===== src/rtl/i2cseq_pkg.sv =====
// Shared types, codes and step program tables for the I2C transaction sequencer.
package i2cseq_pkg;

  localparam int QUEUE_DEPTH_DEF   = 4;
  localparam int TX_FIFO_DEPTH_DEF = 16;
  localparam int OUT_DEPTH         = 4;

  localparam logic [1:0] MODE_REQUEST = 2'd0;
  localparam logic [1:0] MODE_LOAD    = 2'd1;
  localparam logic [1:0] MODE_EVENT   = 2'd2;

  localparam logic [2:0] KIND_QUICK_RD = 3'd0;
  localparam logic [2:0] KIND_QUICK_WR = 3'd1;
  localparam logic [2:0] KIND_SEND     = 3'd2;
  localparam logic [2:0] KIND_RECV     = 3'd3;
  localparam logic [2:0] KIND_WR_RD    = 3'd4;

  localparam logic [2:0] ERR_NONE     = 3'd0;
  localparam logic [2:0] ERR_START    = 3'd1;
  localparam logic [2:0] ERR_ADDR     = 3'd2;
  localparam logic [2:0] ERR_WRITE    = 3'd3;
  localparam logic [2:0] ERR_PROTOCOL = 3'd4;

  localparam logic [7:0] ST_START     = 8'h08;
  localparam logic [7:0] ST_RESTART   = 8'h10;
  localparam logic [7:0] ST_AW_ACK    = 8'h18;
  localparam logic [7:0] ST_AW_NACK   = 8'h20;
  localparam logic [7:0] ST_DATA_ACK  = 8'h28;
  localparam logic [7:0] ST_DATA_NACK = 8'h30;
  localparam logic [7:0] ST_AR_ACK    = 8'h40;
  localparam logic [7:0] ST_AR_NACK   = 8'h48;
  localparam logic [7:0] ST_RX_ACK    = 8'h50;
  localparam logic [7:0] ST_RX_NACK   = 8'h58;

  typedef enum logic [2:0] {
    CMD_NONE     = 3'd0,
    CMD_START    = 3'd1,
    CMD_ADDR_RD  = 3'd2,
    CMD_ADDR_WR  = 3'd3,
    CMD_DATA     = 3'd4,
    CMD_READ_ACK = 3'd5,
    CMD_READ_NAK = 3'd6,
    CMD_STOP     = 3'd7
  } cmd_t;

  typedef enum logic [3:0] {
    P_START      = 4'd0,
    P_RESTART    = 4'd1,
    P_START_DONE = 4'd2,
    P_ADDR_R     = 4'd3,
    P_ADDR_W     = 4'd4,
    P_ADDR_ACK   = 4'd5,
    P_SEND       = 4'd6,
    P_SEND_ACK   = 4'd7,
    P_RECV_READY = 4'd8,
    P_RECV_LOOP  = 4'd9,
    P_STOP       = 4'd10
  } step_t;

  typedef struct packed {
    logic [1:0] mode;
    logic [2:0] txn_kind;
    logic [6:0] target_address;
    logic [7:0] send_count;
    logic [7:0] recv_count;
    logic [7:0] tx_byte;
    logic [7:0] status_code;
    logic [7:0] rx_data;
  } req_t;

  typedef struct packed {
    logic [2:0] bus_command;
    logic [7:0] command_byte;
    logic       rx_valid;
    logic [7:0] rx_byte;
    logic       done_res;
    logic [2:0] done_status;
    logic       rejected;
    logic       fault;
    logic       last;
  } res_t;

  typedef struct packed {
    logic [2:0] kind;
    logic [6:0] addr;
    logic [7:0] send;
    logic [7:0] recv;
  } entry_t;

  typedef struct packed {
    logic [1:0] count;
    res_t       item0;
    res_t       item1;
  } push_t;

  function automatic step_t prog_code(logic [2:0] kind, logic [3:0] idx);
    step_t c;
    c = P_STOP;
    unique case (kind)
      KIND_QUICK_RD, KIND_QUICK_WR, KIND_SEND, KIND_RECV: begin
        unique case (idx)
          4'd0: c = P_START;
          4'd1: c = P_START_DONE;
          4'd2: c = (kind == KIND_QUICK_RD || kind == KIND_RECV) ? P_ADDR_R : P_ADDR_W;
          4'd3: c = P_ADDR_ACK;
          4'd4: c = (kind == KIND_SEND) ? P_SEND :
                    (kind == KIND_RECV) ? P_RECV_READY : P_STOP;
          4'd5: c = (kind == KIND_SEND) ? P_SEND_ACK :
                    (kind == KIND_RECV) ? P_RECV_LOOP : P_STOP;
          default: c = P_STOP;
        endcase
      end
      KIND_WR_RD: begin
        unique case (idx)
          4'd0:  c = P_START;
          4'd1:  c = P_START_DONE;
          4'd2:  c = P_ADDR_W;
          4'd3:  c = P_ADDR_ACK;
          4'd4:  c = P_SEND;
          4'd5:  c = P_SEND_ACK;
          4'd6:  c = P_RESTART;
          4'd7:  c = P_START_DONE;
          4'd8:  c = P_ADDR_R;
          4'd9:  c = P_ADDR_ACK;
          4'd10: c = P_RECV_READY;
          4'd11: c = P_RECV_LOOP;
          default: c = P_STOP;
        endcase
      end
      default: c = P_STOP;
    endcase
    return c;
  endfunction

  function automatic logic [3:0] stop_index(logic [2:0] kind);
    logic [3:0] s;
    unique case (kind)
      KIND_QUICK_RD, KIND_QUICK_WR: s = 4'd4;
      KIND_SEND, KIND_RECV:         s = 4'd6;
      KIND_WR_RD:                   s = 4'd12;
      default:                      s = 4'd0;
    endcase
    return s;
  endfunction

endpackage


===== src/rtl/i2cseq_if.sv =====
// Valid/ready channel interfaces for request and result items.
interface i2cseq_req_if;
  logic                valid;
  logic                ready;
  i2cseq_pkg::req_t    payload;
  modport source (output valid, output payload, input ready);
  modport sink (input valid, input payload, output ready);
endinterface

interface i2cseq_res_if;
  logic                valid;
  logic                ready;
  i2cseq_pkg::res_t    payload;
  modport source (output valid, output payload, input ready);
  modport sink (input valid, input payload, output ready);
endinterface


===== src/rtl/i2c_master_transaction_sequencer.sv =====
// Top level of the I2C master transaction sequencer.
// The req channel carries one item per request, transmit byte load or bus
// status event; mode selects which. Requests start at once when idle and
// otherwise wait in the request queue; transmit bytes wait in the send FIFO.
// Each status event steps the active transaction and gives one result item
// on the res channel, or two when a stop is followed by the start of the
// next queued request; the last flag marks the final item of each input.
// An input item is registered, evaluated combinationally, and its results
// are written to a four-entry result buffer that feeds the res channel.
// One input item is taken per cycle while the result buffer has room for
// two more items; the rate is set by the res side, one result item per
// cycle. When res stalls, the buffer fills and req.ready drops once it holds
// three items, after at most four further input items. Reset empties the
// queue, the send FIFO and the result buffer and leaves the sequencer idle;
// no clearing pass is needed.
module i2c_master_transaction_sequencer #(
  parameter int QUEUE_DEPTH   = i2cseq_pkg::QUEUE_DEPTH_DEF,
  parameter int TX_FIFO_DEPTH = i2cseq_pkg::TX_FIFO_DEPTH_DEF
) (
  input  logic          clk,
  input  logic          rst,
  i2cseq_req_if.sink    req,
  i2cseq_res_if.source  res
);

  i2cseq_pkg::push_t push;
  logic              room;

  i2cseq_engine #(
    .QUEUE_DEPTH   (QUEUE_DEPTH),
    .TX_FIFO_DEPTH (TX_FIFO_DEPTH)
  ) u_engine (
    .clk  (clk),
    .rst  (rst),
    .req  (req),
    .room (room),
    .push (push)
  );

  i2cseq_out_fifo u_out (
    .clk  (clk),
    .rst  (rst),
    .push (push),
    .room (room),
    .res  (res)
  );

endmodule


===== src/rtl/i2cseq_engine.sv =====
// Input reg, request queue, send FIFO, step program; one item per cycle with room.
module i2cseq_engine #(
  parameter int QUEUE_DEPTH   = i2cseq_pkg::QUEUE_DEPTH_DEF,
  parameter int TX_FIFO_DEPTH = i2cseq_pkg::TX_FIFO_DEPTH_DEF
) (
  input  logic               clk,
  input  logic               rst,
  i2cseq_req_if.sink         req,
  input  logic               room,
  output i2cseq_pkg::push_t  push
);

  localparam int QPW = (QUEUE_DEPTH > 1) ? $clog2(QUEUE_DEPTH) : 1;
  localparam int QCW = $clog2(QUEUE_DEPTH + 1);
  localparam int FPW = (TX_FIFO_DEPTH > 1) ? $clog2(TX_FIFO_DEPTH) : 1;
  localparam int FCW = $clog2(TX_FIFO_DEPTH + 1);

  i2cseq_pkg::req_t   in_q;
  logic               in_vld;
  logic               fire;

  logic               busy, busy_next;
  logic [3:0]         step, step_next;
  logic [2:0]         kind, kind_next;
  logic [6:0]         addr, addr_next;
  logic [7:0]         send, send_next;
  logic [7:0]         recv, recv_next;
  logic [7:0]         bidx, bidx_next;
  logic [2:0]         err, err_next;

  i2cseq_pkg::entry_t queue [QUEUE_DEPTH];
  logic [QPW-1:0]     qhead, qtail;
  logic [QCW-1:0]     qcount, qcount_next;
  logic               qpush, qpop;
  i2cseq_pkg::entry_t qentry;

  logic [7:0]         fifo [TX_FIFO_DEPTH];
  logic [FPW-1:0]     fhead, ftail;
  logic [FCW-1:0]     fcount, fcount_next;
  logic               fpush, fpop;

  assign fire      = in_vld && room;
  assign req.ready = !in_vld || room;

  always_ff @(posedge clk) begin
    if (rst) begin
      in_vld <= 1'b0;
    end else if (req.ready) begin
      in_vld <= req.valid;
    end
    if (req.ready && req.valid) begin
      in_q <= req.payload;
    end
  end

  always_comb begin
    i2cseq_pkg::res_t   it0, it1;
    i2cseq_pkg::step_t  code0, code1;
    logic [1:0]         n;
    logic [7:0]         st;
    logic [3:0]         s1;
    logic [7:0]         b1;
    logic [2:0]         e1;
    logic               bad;
    logic [7:0]         sc, rc;
    it0 = '0;
    it1 = '0;
    n = 2'd0;
    busy_next = busy;
    step_next = step;
    kind_next = kind;
    addr_next = addr;
    send_next = send;
    recv_next = recv;
    bidx_next = bidx;
    err_next = err;
    qpush = 1'b0;
    qpop = 1'b0;
    qentry = '0;
    fpush = 1'b0;
    fpop = 1'b0;
    st = in_q.status_code & 8'hF8;
    s1 = step;
    b1 = bidx;
    e1 = err;
    sc = in_q.send_count;
    rc = in_q.recv_count;
    code0 = i2cseq_pkg::prog_code(kind, step);
    code1 = code0;
    bad = 1'b0;
    if (fire) begin
      case (in_q.mode)
        i2cseq_pkg::MODE_REQUEST: begin
          n = 2'd1;
          bad = (in_q.txn_kind > i2cseq_pkg::KIND_WR_RD)
              || ((in_q.txn_kind == i2cseq_pkg::KIND_SEND
                   || in_q.txn_kind == i2cseq_pkg::KIND_WR_RD) && sc == 8'd0)
              || (in_q.txn_kind == i2cseq_pkg::KIND_WR_RD && rc == 8'd0)
              || (busy && qcount >= QCW'(QUEUE_DEPTH));
          if (in_q.txn_kind <= i2cseq_pkg::KIND_QUICK_WR) begin
            sc = 8'd0;
            rc = 8'd0;
          end else if (in_q.txn_kind == i2cseq_pkg::KIND_SEND) begin
            rc = 8'd0;
          end else if (in_q.txn_kind == i2cseq_pkg::KIND_RECV) begin
            sc = 8'd0;
            rc = 8'd1;
          end
          qentry = '{kind: in_q.txn_kind, addr: in_q.target_address, send: sc, recv: rc};
          if (bad) begin
            it0.rejected = 1'b1;
          end else if (!busy) begin
            kind_next = in_q.txn_kind;
            addr_next = in_q.target_address;
            send_next = sc;
            recv_next = rc;
            bidx_next = 8'd0;
            err_next = i2cseq_pkg::ERR_NONE;
            step_next = 4'd1;
            busy_next = 1'b1;
            it0.bus_command = i2cseq_pkg::CMD_START;
          end else begin
            qpush = 1'b1;
          end
        end
        i2cseq_pkg::MODE_LOAD: begin
          n = 2'd1;
          if (fcount < FCW'(TX_FIFO_DEPTH)) begin
            fpush = 1'b1;
          end else begin
            it0.rejected = 1'b1;
          end
        end
        i2cseq_pkg::MODE_EVENT: begin
          n = 2'd1;
          if (!busy) begin
            it0.fault = 1'b1;
          end else begin
            case (code0)
              i2cseq_pkg::P_START_DONE: begin
                if (st == i2cseq_pkg::ST_START || st == i2cseq_pkg::ST_RESTART) begin
                  s1 = step + 4'd1;
                end else begin
                  e1 = i2cseq_pkg::ERR_START;
                  s1 = i2cseq_pkg::stop_index(kind);
                end
              end
              i2cseq_pkg::P_ADDR_ACK: begin
                if (st == i2cseq_pkg::ST_AW_ACK || st == i2cseq_pkg::ST_AR_ACK) begin
                  s1 = step + 4'd1;
                end else begin
                  e1 = (st == i2cseq_pkg::ST_AW_NACK || st == i2cseq_pkg::ST_AR_NACK) ?
                       i2cseq_pkg::ERR_ADDR : i2cseq_pkg::ERR_PROTOCOL;
                  s1 = i2cseq_pkg::stop_index(kind);
                end
              end
              i2cseq_pkg::P_SEND_ACK: begin
                if (st == i2cseq_pkg::ST_DATA_ACK) begin
                  s1 = (bidx < send) ? step - 4'd1 : step + 4'd1;
                end else begin
                  e1 = (st == i2cseq_pkg::ST_DATA_NACK) ?
                       i2cseq_pkg::ERR_WRITE : i2cseq_pkg::ERR_PROTOCOL;
                  s1 = i2cseq_pkg::stop_index(kind);
                end
              end
              i2cseq_pkg::P_RECV_LOOP: begin
                if (bidx < recv) begin
                  it0.rx_valid = 1'b1;
                  it0.rx_byte = in_q.rx_data;
                  b1 = bidx + 8'd1;
                end else begin
                  it0.fault = 1'b1;
                end
                if (st == i2cseq_pkg::ST_RX_ACK) begin
                  s1 = step - 4'd1;
                end else if (st == i2cseq_pkg::ST_RX_NACK) begin
                  s1 = step + 4'd1;
                end else begin
                  e1 = i2cseq_pkg::ERR_PROTOCOL;
                  s1 = i2cseq_pkg::stop_index(kind);
                end
              end
              default: ;
            endcase
            code1 = i2cseq_pkg::prog_code(kind, s1);
            step_next = s1;
            bidx_next = b1;
            err_next = e1;
            case (code1)
              i2cseq_pkg::P_START, i2cseq_pkg::P_RESTART: begin
                bidx_next = 8'd0;
                step_next = s1 + 4'd1;
                it0.bus_command = i2cseq_pkg::CMD_START;
              end
              i2cseq_pkg::P_ADDR_R: begin
                it0.bus_command = i2cseq_pkg::CMD_ADDR_RD;
                it0.command_byte = {addr, 1'b1};
                step_next = s1 + 4'd1;
              end
              i2cseq_pkg::P_ADDR_W: begin
                it0.bus_command = i2cseq_pkg::CMD_ADDR_WR;
                it0.command_byte = {addr, 1'b0};
                step_next = s1 + 4'd1;
              end
              i2cseq_pkg::P_SEND: begin
                if (fcount != '0) begin
                  fpop = 1'b1;
                  it0.command_byte = fifo[fhead];
                end else begin
                  it0.fault = 1'b1;
                end
                bidx_next = b1 + 8'd1;
                it0.bus_command = i2cseq_pkg::CMD_DATA;
                step_next = s1 + 4'd1;
              end
              i2cseq_pkg::P_RECV_READY: begin
                it0.bus_command = (({1'b0, b1} + 9'd1) < {1'b0, recv}) ?
                                  i2cseq_pkg::CMD_READ_ACK : i2cseq_pkg::CMD_READ_NAK;
                step_next = s1 + 4'd1;
              end
              i2cseq_pkg::P_STOP: begin
                it0.bus_command = i2cseq_pkg::CMD_STOP;
                it0.done_res = 1'b1;
                it0.done_status = e1;
                busy_next = 1'b0;
                step_next = 4'd0;
                if (qcount != '0) begin
                  qpop = 1'b1;
                  n = 2'd2;
                  kind_next = queue[qhead].kind;
                  addr_next = queue[qhead].addr;
                  send_next = queue[qhead].send;
                  recv_next = queue[qhead].recv;
                  bidx_next = 8'd0;
                  err_next = i2cseq_pkg::ERR_NONE;
                  step_next = 4'd1;
                  busy_next = 1'b1;
                  it1.bus_command = i2cseq_pkg::CMD_START;
                end
              end
              default: ;
            endcase
          end
        end
        default: ;
      endcase
    end
    it0.last = (n != 2'd2);
    it1.last = 1'b1;
    push.count = n;
    push.item0 = it0;
    push.item1 = it1;
  end

  always_comb begin
    qcount_next = qcount;
    if (qpush) qcount_next = qcount + QCW'(1);
    else if (qpop) qcount_next = qcount - QCW'(1);
    fcount_next = fcount;
    if (fpush) fcount_next = fcount + FCW'(1);
    else if (fpop) fcount_next = fcount - FCW'(1);
  end

  always_ff @(posedge clk) begin
    if (rst) begin
      busy <= 1'b0;
      step <= 4'd0;
      kind <= 3'd0;
      addr <= 7'd0;
      send <= 8'd0;
      recv <= 8'd0;
      bidx <= 8'd0;
      err <= 3'd0;
      qhead <= '0;
      qtail <= '0;
      qcount <= '0;
      fhead <= '0;
      ftail <= '0;
      fcount <= '0;
    end else begin
      busy <= busy_next;
      step <= step_next;
      kind <= kind_next;
      addr <= addr_next;
      send <= send_next;
      recv <= recv_next;
      bidx <= bidx_next;
      err <= err_next;
      qcount <= qcount_next;
      fcount <= fcount_next;
      if (qpush) qtail <= (qtail == QPW'(QUEUE_DEPTH - 1)) ? '0 : qtail + QPW'(1);
      if (qpop) qhead <= (qhead == QPW'(QUEUE_DEPTH - 1)) ? '0 : qhead + QPW'(1);
      if (fpush) ftail <= (ftail == FPW'(TX_FIFO_DEPTH - 1)) ? '0 : ftail + FPW'(1);
      if (fpop) fhead <= (fhead == FPW'(TX_FIFO_DEPTH - 1)) ? '0 : fhead + FPW'(1);
    end
  end

  always_ff @(posedge clk) begin
    if (qpush) queue[qtail] <= qentry;
    if (fpush) fifo[ftail] <= in_q.tx_byte;
  end

endmodule


===== src/rtl/i2cseq_out_fifo.sv =====
// Result buffer that takes up to two items per cycle and hands out one.
module i2cseq_out_fifo (
  input  logic               clk,
  input  logic               rst,
  input  i2cseq_pkg::push_t  push,
  output logic               room,
  i2cseq_res_if.source       res
);

  localparam int PW = $clog2(i2cseq_pkg::OUT_DEPTH);
  localparam int CW = $clog2(i2cseq_pkg::OUT_DEPTH + 1);

  i2cseq_pkg::res_t mem [i2cseq_pkg::OUT_DEPTH];
  logic [PW-1:0]    head, tail;
  logic [CW-1:0]    count, count_next;
  logic             pop;

  assign pop         = res.valid && res.ready;
  assign res.valid   = (count != '0);
  assign res.payload = mem[head];
  assign room        = (count <= CW'(i2cseq_pkg::OUT_DEPTH - 2));

  always_comb begin
    count_next = count + CW'(push.count) - CW'(pop);
  end

  always_ff @(posedge clk) begin
    if (rst) begin
      head <= '0;
      tail <= '0;
      count <= '0;
    end else begin
      count <= count_next;
      tail <= tail + PW'(push.count);
      if (pop) head <= head + PW'(1);
    end
  end

  always_ff @(posedge clk) begin
    if (push.count != 2'd0) mem[tail] <= push.item0;
    if (push.count == 2'd2) mem[tail + PW'(1)] <= push.item1;
  end

endmodule

===== src/flat_wrapper.sv =====
// flat-port wrapper written by rule: the top's interface ports become plain ports
module i2c_master_transaction_sequencer_flat 
#(
  parameter int QUEUE_DEPTH   = i2cseq_pkg::QUEUE_DEPTH_DEF,
  parameter int TX_FIFO_DEPTH = i2cseq_pkg::TX_FIFO_DEPTH_DEF
)
  (clk, rst, req_valid, req_payload, req_ready, res_valid, res_payload, res_ready);
  i2cseq_req_if req_i ();
  i2cseq_res_if res_i ();
  input  logic clk;
  input  logic rst;
  input wire logic [$bits(req_i.valid)-1:0] req_valid;
  input wire logic [$bits(req_i.payload)-1:0] req_payload;
  output wire logic [$bits(req_i.ready)-1:0] req_ready;
  output wire logic [$bits(res_i.valid)-1:0] res_valid;
  output wire logic [$bits(res_i.payload)-1:0] res_payload;
  input wire logic [$bits(res_i.ready)-1:0] res_ready;
  assign req_i.valid = req_valid;
  assign req_i.payload = req_payload;
  assign req_ready = req_i.ready;
  assign res_valid = res_i.valid;
  assign res_payload = res_i.payload;
  assign res_i.ready = res_ready;
  i2c_master_transaction_sequencer #(.QUEUE_DEPTH(QUEUE_DEPTH), .TX_FIFO_DEPTH(TX_FIFO_DEPTH)) u_core (.clk(clk), .rst(rst), .req(req_i), .res(res_i));
endmodule

===== config.mk =====
export PLATFORM = sky130hd
export DESIGN_NAME = i2c_master_transaction_sequencer_flat
export DESIGN_NICKNAME = d
export VERILOG_FILES = /design/src/rtl/i2cseq_pkg.sv /design/src/rtl/i2cseq_if.sv /design/src/rtl/i2c_master_transaction_sequencer.sv /design/src/rtl/i2cseq_engine.sv /design/src/rtl/i2cseq_out_fifo.sv /design/src/flat_wrapper.sv
export SDC_FILE = /design/constraint.sdc
export NUM_CORES = 1
export LEC_CHECK = 0
export ABC_AREA = 1
export BUFFER_PORTS_ARGS = -buffer_cell sky130_fd_sc_hd__buf_2
export CAP_MARGIN = 20
export CORE_MARGIN = 2
export CORE_UTILIZATION = 57
export DETAILED_ROUTE_END_ITERATION = 7
export GPL_TIMING_DRIVEN = 1
export PLACE_DENSITY = 0.72
export REMOVE_ABC_BUFFERS = 1
export SLEW_MARGIN = 10
export SYNTH_ARGS = -nofsm -noshare
export SYNTH_HDL_FRONTEND = slang
export SYNTH_SLANG_ARGS = --single-unit

===== constraint.sdc =====
create_clock -name clk -period 6.1 [get_ports clk]
set_input_delay 0.305 -clock clk [delete_from_list [all_inputs] [get_ports clk]]
set_output_delay 0.305 -clock clk [all_outputs]
set_load 0.01 [all_outputs]

# Word level (Yosys, flattened, before mapping)
# Memories as Yosys holds them, arrays and structs flattened. A register that Yosys moved wholly into a read port is not among the register bits.
# Index checks and enable logic that the tools add are counted.
# op_classes
n_reduce_logical,39
n_mux,163
bitwise_logic,0
n_div,0
add_sub_neg,19
eq_ne,50
order_cmp,8
multipliers,0
shift,0
# ops
operator,n
2-to-1 mux 8 bit,26
2-to-1 mux 4 bit,24
2-to-1 mux 26 bit,3
2-to-1 mux 3 bit,21
case mux 4 bit (6 select lines),2
case mux 8 bit (2 select lines),3
case mux 8 bit (3 select lines),2
2-to-1 mux 1 bit,43
2-to-1 mux 7 bit,5
equality test 4 x 3 -> 1 bit (second input constant),8
case mux 4 bit (2 select lines),4
2-to-1 mux 2 bit,13
equality test 4 x 2 -> 1 bit (second input constant),6
2-to-1 mux 24 bit,1
2-to-1 mux 21 bit,1
equality test 4 bit (second input constant),5
equality test 5 x 4 -> 1 bit (second input constant),4
2-to-1 mux 9 bit,2
case mux 3 bit (2 select lines),3
case mux 3 bit (6 select lines),1
adder 4 x 1 -> 4 bit (second input constant),4
adder 8 x 1 -> 8 bit (second input constant),2
zero test 8 bit,2
less-than comparator 8 bit,2
other kinds (49),92
# totals
ramBits,340
mem_bits_ro,128
out_inout_bits,29
n_memories,5
ff_bits,122
latch_bits,0
wordCells,310
# mem_list
name,depth,width,read_ports,rd_clocked_by_memory_dff,write_ports,line_no,text
u_core.u_engine.fifo,16,8,1,1,1,i2cseq_engine.sv:37,logic [7:0] fifo [TX_FIFO_DEPTH];
u_core.u_out.mem,4,27,1,1,2,i2cseq_out_fifo.sv:13,i2cseq_pkg::res_t mem [i2cseq_pkg::OUT_DEPTH];
u_core.u_engine.queue,4,26,1,1,1,i2cseq_engine.sv:31,i2cseq_pkg::entry_t queue [QUEUE_DEPTH];
(no name shown),16,4,1,1,0,i2cseq_pkg.sv:114,unique case (idx)
(no name shown),16,4,1,0,0,i2cseq_pkg.sv:114,

# Depth between registers and ports, before layout
# Gate-level depths: netlist of the first run.
# depth
word_depth,24
depth_mapped,39
depth_no_buf,39

# Modules after synthesis
# Synthesis of the first run repeated with hierarchy kept, for this count alone.
# unflattened
cells_unflattened,2301
area_unflattened_um2,23108.4
# modules_own_cells
module,n_inst,area_per_inst_um2,cells_per_inst
i2cseq_engine,1,17051.4,1709
i2cseq_out_fifo,1,6057.1,592

# Least setup slack after synthesis of the first run
# No wires, ideal clock.
# synth_timing
path_type,reg-to-reg
startpoint,register u_core.u_engine.step[0]
endpoint,register u_core.u_out.count[2]
stages_incl_launch_ff,35
slack_ns,1.016
arrival_ns,5.014
n_path_buf,1
path_cell_list,dfxtp_1 > inv_1 > ha_1 > nor2_1 > nor2_2 > nand2_1 > nand3_1 > nand2_1 > nand2_1 > nor2_1 > nand2_2 > inv_1 > nand2_1 > o22ai_1 > nor2_1 > a22oi_1 > inv_1 > ha_1 > or2_2 > nand2_1 > nand2_1 > nand3_1 > nand2_1 > nand2_1 > nand3_2 > nor2_4 > nand2_2 > nor2_8 > buf_6 > inv_1 > ha_1 > fa_1 > xor2_1 > or2_2 > a21oi_1
# synth_via
elab_chain_cells,21
word_cells_on_any_way,43
# synth_rtl
element,line_no,text
from (decl),i2cseq_engine.sv:23,"logic [3:0] step, step_next;"
from (signal assigned),i2cseq_engine.sv:282,step <= step_next;
equality test 4 x 3 -> 1 bit (tied with other cells),i2cseq_pkg.sv:101,unique case (idx)
case mux 4 bit (6 select lines),i2cseq_pkg.sv:101,
case mux 4 bit (2 select lines),i2cseq_pkg.sv:99,unique case (kind)
equality test 4 bit (tied with other cells),i2cseq_engine.sv:139,case (code0)
case mux 4 bit (4 select lines) *,i2cseq_engine.sv:139,
2-to-1 mux 4 bit *,i2cseq_engine.sv:136,if (!busy) begin
2-to-1 mux 4 bit *,i2cseq_engine.sv:92,case (in_q.mode)
2-to-1 mux 4 bit *,i2cseq_engine.sv:91,if (fire) begin
(+5 left out),--,
2-to-1 mux 4 bit *,i2cseq_engine.sv:91,
equality test 4 bit *,i2cseq_engine.sv:189,case (code1)
2-to-1 mux 2 bit *,i2cseq_engine.sv:189,
2-to-1 mux 2 bit *,i2cseq_engine.sv:136,
case mux 2 bit (2 select lines) *,i2cseq_engine.sv:92,
2-to-1 mux 2 bit *,i2cseq_engine.sv:91,
adder 3 x 2 -> 3 bit *,i2cseq_out_fifo.sv:24,count_next = count + CW'(push.count) - CW'(pop);
subtractor 3 x 1 -> 3 bit *,i2cseq_out_fifo.sv:24,
to (signal assigned),i2cseq_out_fifo.sv:33,count <= count_next;
to (decl),i2cseq_out_fifo.sv:15,"logic [CW-1:0] count, count_next;"
# Every way passes the cells marked *. The select of a mux whose other input is x is not followed.
# A chain may end at the register's enable or synchronous reset.

# Final worst setup path of the first run
# layout_timing
startpoint,register u_core.u_engine.step[1]
endpoint,register u_core.u_out.count[2]
# The elaborated chain is that of the path after synthesis.

==> out/results.ini, run 1 <==
[timing]
skew_ns=0.0122
min_period_ns=5.54
min_period_over_period_pct=90.8
setup_viol=0
fmax_ghz=0.181
hold_violations=0
maxSlewHeadroom_pct=26.5
setup_ws_ns=0.561
drv_slew=0
worst_pin_slew_ns=1.10
holdWs_ns=0.0897

[global_route]
grt_pass1_wl_mm=81.2
grt_antenna_before_repair=0
grt_usage_pct=26.6
grt_max_degree=57
overflow=0
first_global_vias=15600

[yosys]
synth_top_area_share_pct=40.1
synthCells=2224
synth_top_cell_by_area=edfxtp_1
synth_flop_cell=edfxtp_1
syn-cell-area_sq_um=21300
yosysSeqAreaShare_pct=57.5
async_reset_ff_share_pct=0
synth_edf_count=285
ys_ff_latch=471
ys_types=58
avgSynthCellArea_sq_um=9.60
ys_warn_count=0
ys_top_cells_by_area=edfxtp_1 40%, dfxtp_1 17%, nand2_1 5.5%

[power]
ir_worst_vdd_mv=0.246
pwr_density_cell_nw_per_um2=311
swShare_pct=27.5
power_frac_clock_pct=37.3
p_seq_share_pct=47.5
p_comb_share_pct=15.3
intPower_uw=5430
p_leak_uw=0.00948
p_sw_uw=2060

[cells_and_area]
area_growth_pct=13.0
nNetsFinal=2445
mostFrequentLayoutCell=nand2_1
antenna_cells=0
fillers=2919
layout_common_cells=312 x nand2_1, 285 x edfxtp_1, 249 x nor2_1
drive_gt1_share_pct=11.1

[worst_setup_path]
startpoint=u_core.u_engine.step[1]$_SDFFE_PP0P_
r2r_setup_slack_ns=0.56
end_kind=flop
critPathLaunchType=flop
path_class=reg2reg
cpMaxStageDelayCell=dfxtp_1
max_stage_delay_ns=0.40
path_common_cell=nand2_1
cp.required_ns=6.60
reg2reg_from=u_core.u_engine.step[1]$_SDFFE_PP0P_
path_max_fanout=7
crit_arrival_ns=6.03

[status]
status=finished clean

[detailed_routing]
vias=16300
routed_wl_mm=51.5
dr.first_iter.drc_count=1339
drc_errors=0
viasPerCell=5.74
drtAntennaViolNets=0
routedWlPerCell_um=18.2
dr.pass1.iters=5

[clocking]
cts_buffers=48
clkTransAtPathRegs_ns=0.06
worstSkewPairLatency_ns=0.58
clockBufferDepth=3
cts_tree=built
ctsRootBufferMaster=clkbuf_16
htreeDepth=2
clkSinkCount=471

[floorplan]
rows=70
io_pins=85
die_y_um=198
start_util_pct=58.0
coreArea_sq_um=36800
design.die.area_sq_um=39000
die_width_um=198

[placed_design]
port-buffer-count=81
place_congestion=0.910
hpwlAfterDp_mm=33.1
place_ws_ns=0.371

[run]
maxCapViolations=0

[min_path]
hp-start=req_valid
min_path_type=in2reg

[cell usage after synthesis (3+ instances only)]
| cell type | count |
|---|---|
| nand2_1 | 313 |
| edfxtp_1 | 285 |
| nor2_1 | 257 |
| inv_1 | 224 |
| o21ai_0 | 212 |
| dfxtp_1 | 186 |
| a21oi_1 | 163 |
| clkbuf_1 | 75 |
| ha_1 | 57 |
| nand3_1 | 53 |
| o22ai_1 | 50 |
| o21ai_1 | 35 |
| o211ai_1 | 32 |
| mux2i_1 | 30 |
| a22oi_1 | 27 |
| inv_2 | 26 |
| nand2_2 | 20 |
| xor2_1 | 17 |
| a221oi_1 | 15 |
| nor3_1 | 15 |
| a22oi_2 | 10 |
| buf_6 | 10 |
| nand4_1 | 10 |
| a31oi_1 | 9 |
| o31ai_1 | 9 |
| nor2_2 | 7 |
| a211oi_1 | 6 |
| clkinv_1 | 6 |
| o21a_1 | 6 |
| xnor2_1 | 6 |
| buf_1 | 5 |
| buf_2 | 5 |
| nand3_2 | 4 |
| a21oi_2 | 3 |
| fa_1 | 3 |
| nand3_4 | 3 |
| nand3b_1 | 3 |
| nor2_4 | 3 |
[stage by stage]
step / cell area (sq um) / setup TNS, ns / power (uW) / instances / util (%)
floorplan: 20900 / 0 / 4330 / 2128 / -
global placement: 22100 / 0 / 4700 / 2698 / 60.1
detailed placement: 22100 / 0 / 4720 / 2698 / 60.1
CTS: 24100 / 0 / 7520 / 2836 / 65.4
global route: 24100 / -0.0243 / 7790 / 2836 / 65.5
finish: 24100 / 0 / 7490 / 2836 / 65.5
[routing by layer]
layer  track usage [%]  routed length, um  share of wire [%]  vias to the layer above
met1              36.2              22500                 44                     7759
li1                  -                  -                  -                     7870
met4              8.94               1100                2.1                        0
met5                 0                  0                  0                        -
met3              4.63               3900                7.6                       81
met2              43.4              24100                 47                      577
[power by group through the flow]
| stage | logic (uW) | registers [uW] | clock network [uW] |
|---|---|---|---|
| after floorplan | 714 | 3620 | 0 |
| after CTS | 1130 | 3550 | 2830 |
| after detailed placement | 1100 | 3620 | 0 |
| final | 1140 | 3550 | 2790 |
| after global placement | 1090 | 3620 | 0 |
| after global routing | 1280 | 3570 | 2950 |
[cell families (layout without fill, tap and decap cells)]
family                     after synthesis  in the layout  synth area share [%]
adders and majority gates               60             60                  3.62
AOI/OAI and AO/OA                      589            589                  16.0
xor gates and xnor gates                23             23                 0.944
muxes                                   30             30                  1.41
DFF                                    471            471                  57.5
buffers and inverters                  352            496                  6.59
and+or+nand+nor                        699            699                  13.9
[repair_timing]
item                       CTS  global route
setup endpoints to repair    0             2
resized for setup            0            11
hold buffers                49             0
hold endpoints to repair    49             0
buffers inserted             0             0
[critical path: cells and delay by family (launching register included)]
| kind | cells | cell delay (ns) |
|---|---|---|
| simple gates | 19 | 2.08 |
| fa+ha+maj | 5 | 1.31 |
| compound gates | 4 | 0.76 |
| buf+inv | 7 | 0.75 |
| flops | 1 | 0.40 |
| xor+xnor | 1 | 0.16 |
[worst paths after layout]
kind	endpoint	cells past startpoint
worst max-delay path	u_core.u_out.count[2]$_SDFF_PP0_	36
worst min-delay path	u_core.u_engine.in_vld$_SDFFE_PP0N_	3
worst max register to register	u_core.u_out.count[2]$_SDFF_PP0_	36
worst min register to register	u_core.u_out.mem[1][21]$_SDFFE_PP0P_	2
[area by class of cell]
| class | count | area, sq um | area share (%) |
|---|---|---|---|
| clock inverters | 25 | 196 | 0.815 |
| flip-flops and latches | 471 | 12300 | 51.0 |
| repair buffers | 151 | 1050 | 4.37 |
| well taps | 468 | 586 | 2.43 |
| inverters | 256 | 961 | 3.99 |
| multi-input cells | 1401 | 7740 | 32.1 |
| clock buffers | 64 | 1290 | 5.36 |
[state kept, by name, indices dropped and copies added (netlist names), named ones only]
name                    count
u_core.u_engine.fifo      128
u_core.u_engine.kind        3
u_core.u_engine.qtail       2
u_core.u_out.mem          108
u_core.u_engine.addr        7
u_core.u_engine.in_q       49
u_core.u_engine.send        8
u_core.u_engine.err         3
u_core.u_engine.busy        1
u_core.u_engine.queue     104
u_core.u_out.count          3
u_core.u_out.head           2
u_core.u_out.tail           2
u_core.u_engine.step        4
u_core.u_engine.fcount      5
u_core.u_engine.recv        8
u_core.u_engine.bidx        8
u_core.u_engine.qcount      3
u_core.u_engine.fhead       4
u_core.u_engine.qhead       2
u_core.u_engine.in_vld      1
u_core.u_engine.ftail       4
(Power assumes the default switching activity.)
==> run 2, diff against run 1 <==
--- a/config.mk
+++ b/config.mk
@@ -5,7 +5,6 @@
 export SDC_FILE = /design/constraint.sdc
 export NUM_CORES = 1
 export LEC_CHECK = 0
-export ABC_AREA = 1
 export BUFFER_PORTS_ARGS = -buffer_cell sky130_fd_sc_hd__buf_2
 export CAP_MARGIN = 20
 export CORE_MARGIN = 2
==> out/results.ini, run 2 <==
[cells_and_area]
nNetsFinal=1916  ; -22%
reg_top3=u_core.u_engine.fifo x128, u_core.u_out.mem x108, u_core.u_engine.queue x104
top_register=u_core.u_engine.fifo
antenna_cells=0  ; unchanged
area_growth_pct=15.9
final_cells=2305  ; -19%
largest_reg_flops=128  ; unchanged
utilization_pct=67.1  ; +1.5 points
mostFrequentLayoutCell=edfxtp_1
drive_gt1_share_pct=21.3  ; +10 points
layout_common_cells=285 x edfxtp_1, 180 x dfxtp_1, 112 x nand2_1

[timing]
min_period_ns=5.76  ; +0.219 ns
setup_ws_ns=0.342  ; -0.219 ns
hold_violations=0  ; unchanged
fmax_ghz=0.174  ; -3.8%
maxSlewHeadroom_pct=26.3  ; -0.19 points
drv_slew=0  ; unchanged
skew_ns=0.0203  ; +0.00811 ns
setup_viol=0  ; unchanged
min_period_over_period_pct=94.4  ; +3.6 points
worst_pin_slew_ns=1.11  ; +0.00697 ns
rsz0062_at_grt=false
setup_tns_ns=0  ; unchanged

[detailed_routing]
routed_wl_mm=50.1  ; -2.7%
viasPerCell=6.18  ; +7.7%
drtAntennaViolNets=0  ; unchanged
routedWlPerCell_um=21.8  ; +20%
dr.pass1.iters=5  ; unchanged
vias=14300  ; -12%
dr.first_iter.drc_count=1415  ; +5.7%
drc_errors=0  ; unchanged

[clocking]
cts_buffers=47  ; -2.1%
clockBufferDepth=3  ; unchanged
htreeDepth=2  ; unchanged
clkSinkCount=471  ; unchanged
worstSkewPairLatency_ns=0.58  ; about the same
clkTransAtPathRegs_ns=0.06  ; about the same
cts_tree=built
ctsRootBufferMaster=clkbuf_16

[worst_setup_path]
path_class=reg2reg
end_kind=flop
path_common_cell=inv_1
critPathLaunchType=flop
path_max_fanout=6  ; -1
crit_arrival_ns=6.21  ; +0.18 ns
reg2regPathDepth=28  ; -22%
cp.required_ns=6.55  ; -0.05 ns
cpMaxStageDelayCell=a222oi_1
max_stage_delay_ns=0.39  ; about the same

[placed_design]
post-place-cells=2166  ; -20%
hpwlAfterDp_mm=32.6  ; -1.3%
place_congestion=0.925  ; +1.5%
port-buffer-count=81  ; unchanged
place_ws_ns=0.0690  ; -0.302 ns

[min_path]
holdPathStages=3  ; unchanged
min_path_type=in2reg

[yosys]
syn-cell-area_sq_um=21200  ; -0.49%
synth_common_cells=285 x edfxtp_1, 186 x dfxtp_1, 112 x nand2_1, 109 x nor2_1, 93 x mux4_2
synth_edf_count=285  ; unchanged
synth_flop_cell=edfxtp_1
ys_warn_count=0  ; unchanged
synth_top_cell_by_area=edfxtp_1
ys_ff_latch=471  ; unchanged
ys_top_cells_by_area=edfxtp_1 40%, dfxtp_1 18%, mux4_2 9.9%
avgSynthCellArea_sq_um=13.1  ; +37%
async_reset_ff_share_pct=0  ; unchanged
yosysSeqAreaShare_pct=57.8  ; +0.28 points
synth_top_area_share_pct=40.3  ; +0.20 points
ys_types=106  ; +83%
synthCells=1618  ; -27%
synth_most_common_cell=edfxtp_1

[global_route]
first_global_vias=13900  ; -11%
grt_antenna_before_repair=0  ; unchanged
grt_max_degree=53  ; -7.0%
grt_usage_pct=26.1  ; -0.48 points
grt_pass1_wl_mm=78.2  ; -3.7%
overflow=0  ; unchanged

[run]
maxCapViolations=0  ; unchanged

[floorplan]
rows=70  ; unchanged
coreArea_sq_um=36700  ; -0.24%
die_width_um=197  ; -0.24%
start_util_pct=57.9  ; -0.14 points
io_pins=85  ; unchanged
die_y_um=197  ; -0.24%
design.die.area_sq_um=38800  ; -0.48%

[power]
pwr_density_cell_nw_per_um2=302  ; -2.8%
power.total_uw=7430  ; -0.75%
ir_worst_vdd_mv=0.252  ; +2.4%
p_leak_uw=0.00875  ; -7.8%

[status]
status=finished clean

-- run 2: final cells by class --
cell class / count / area (sq um)
Clock buffer: 72 / 1360
Clock inverter: 14 / 105
Fill cell: 2619 / 12100
Inverter: 56 / 213
Multi-Input combinational cell: 1002 / 8450
Sequential cell: 471 / 12300
Tap cell: 468 / 586
Timing Repair Buffer: 222 / 1620
-- run 2: routing by layer --
| metal | track usage [%] | vias up | part of all wire [%] | wire (um) |
|---|---|---|---|---|
| met1 | 37.1 | 7081 | 44 | 21900 |
| met3 | 3.35 | 67 | 6.3 | 3160 |
| li1 | - | 6603 | - | - |
| met2 | 42.9 | 501 | 48 | 23900 |
| met5 | 0 | - | 0 | 0 |
| met4 | 7.32 | 0 | 2.2 | 1090 |
-- run 2: worst max-delay path: cells and delay by family, from the launching register on --
kind | cells | cell delay, ns
flops | 1 | 0.35
simple gates | 7 | 1.10
buf+inv | 7 | 0.81
xor+xnor | 2 | 0.31
fa+ha+maj | 5 | 1.16
compound gates | 7 | 1.89
-- run 2: cell families after synthesis --
group | Yosys count | synth area share [%]
compound gates | 365 | 13.1
fa+ha+maj | 60 | 3.64
xor+xnor | 36 | 1.48
simple gates | 427 | 10.3
mux | 114 | 10.9
flops | 471 | 57.8
buf+inv | 145 | 2.76
-- run 2: worst paths after layout --
path                                        startpoint                                   end  slack, ns
setup / recovery  u_core.u_engine.step[1]$_SDFFE_PP0P_      u_core.u_out.count[2]$_SDFF_PP0_       0.34
hold / removal                               req_valid   u_core.u_engine.in_vld$_SDFFE_PP0N_       0.05
hold reg to reg   u_core.u_out.mem[1][15]$_SDFFE_PP0P_  u_core.u_out.mem[1][15]$_SDFFE_PP0P_       0.45
setup reg to reg  u_core.u_engine.step[1]$_SDFFE_PP0P_      u_core.u_out.count[2]$_SDFF_PP0_       0.34
-- run 2: timing repair --
item                                    in CTS  in global routing
pin swaps                                    0                  5
endpoints found under the hold margin       49                  0
gates resized for setup                      1                 19
hold buffers                                49                  0
endpoints found under the setup margin       1                 46
setup buffers                                0                  4
-- run 2: through the flow --
step	hold WS [ns]	cell area (sq um)
finish	0.0536	24600
global route	0.0505	24600
CTS	0.0194	24500
detailed placement	0.437	22600
global placement	0.430	22600
floorplan	0.372	20900
-- run 2: power by group --
group / leakage (uW) / switching, uW / internal [uW]
sequential: 0.00411 / 111 / 3470
clock: 0.000721 / 1180 / 1580
combinational: 0.00392 / 629 / 466
total: 0.00875 / 1920 / 5510
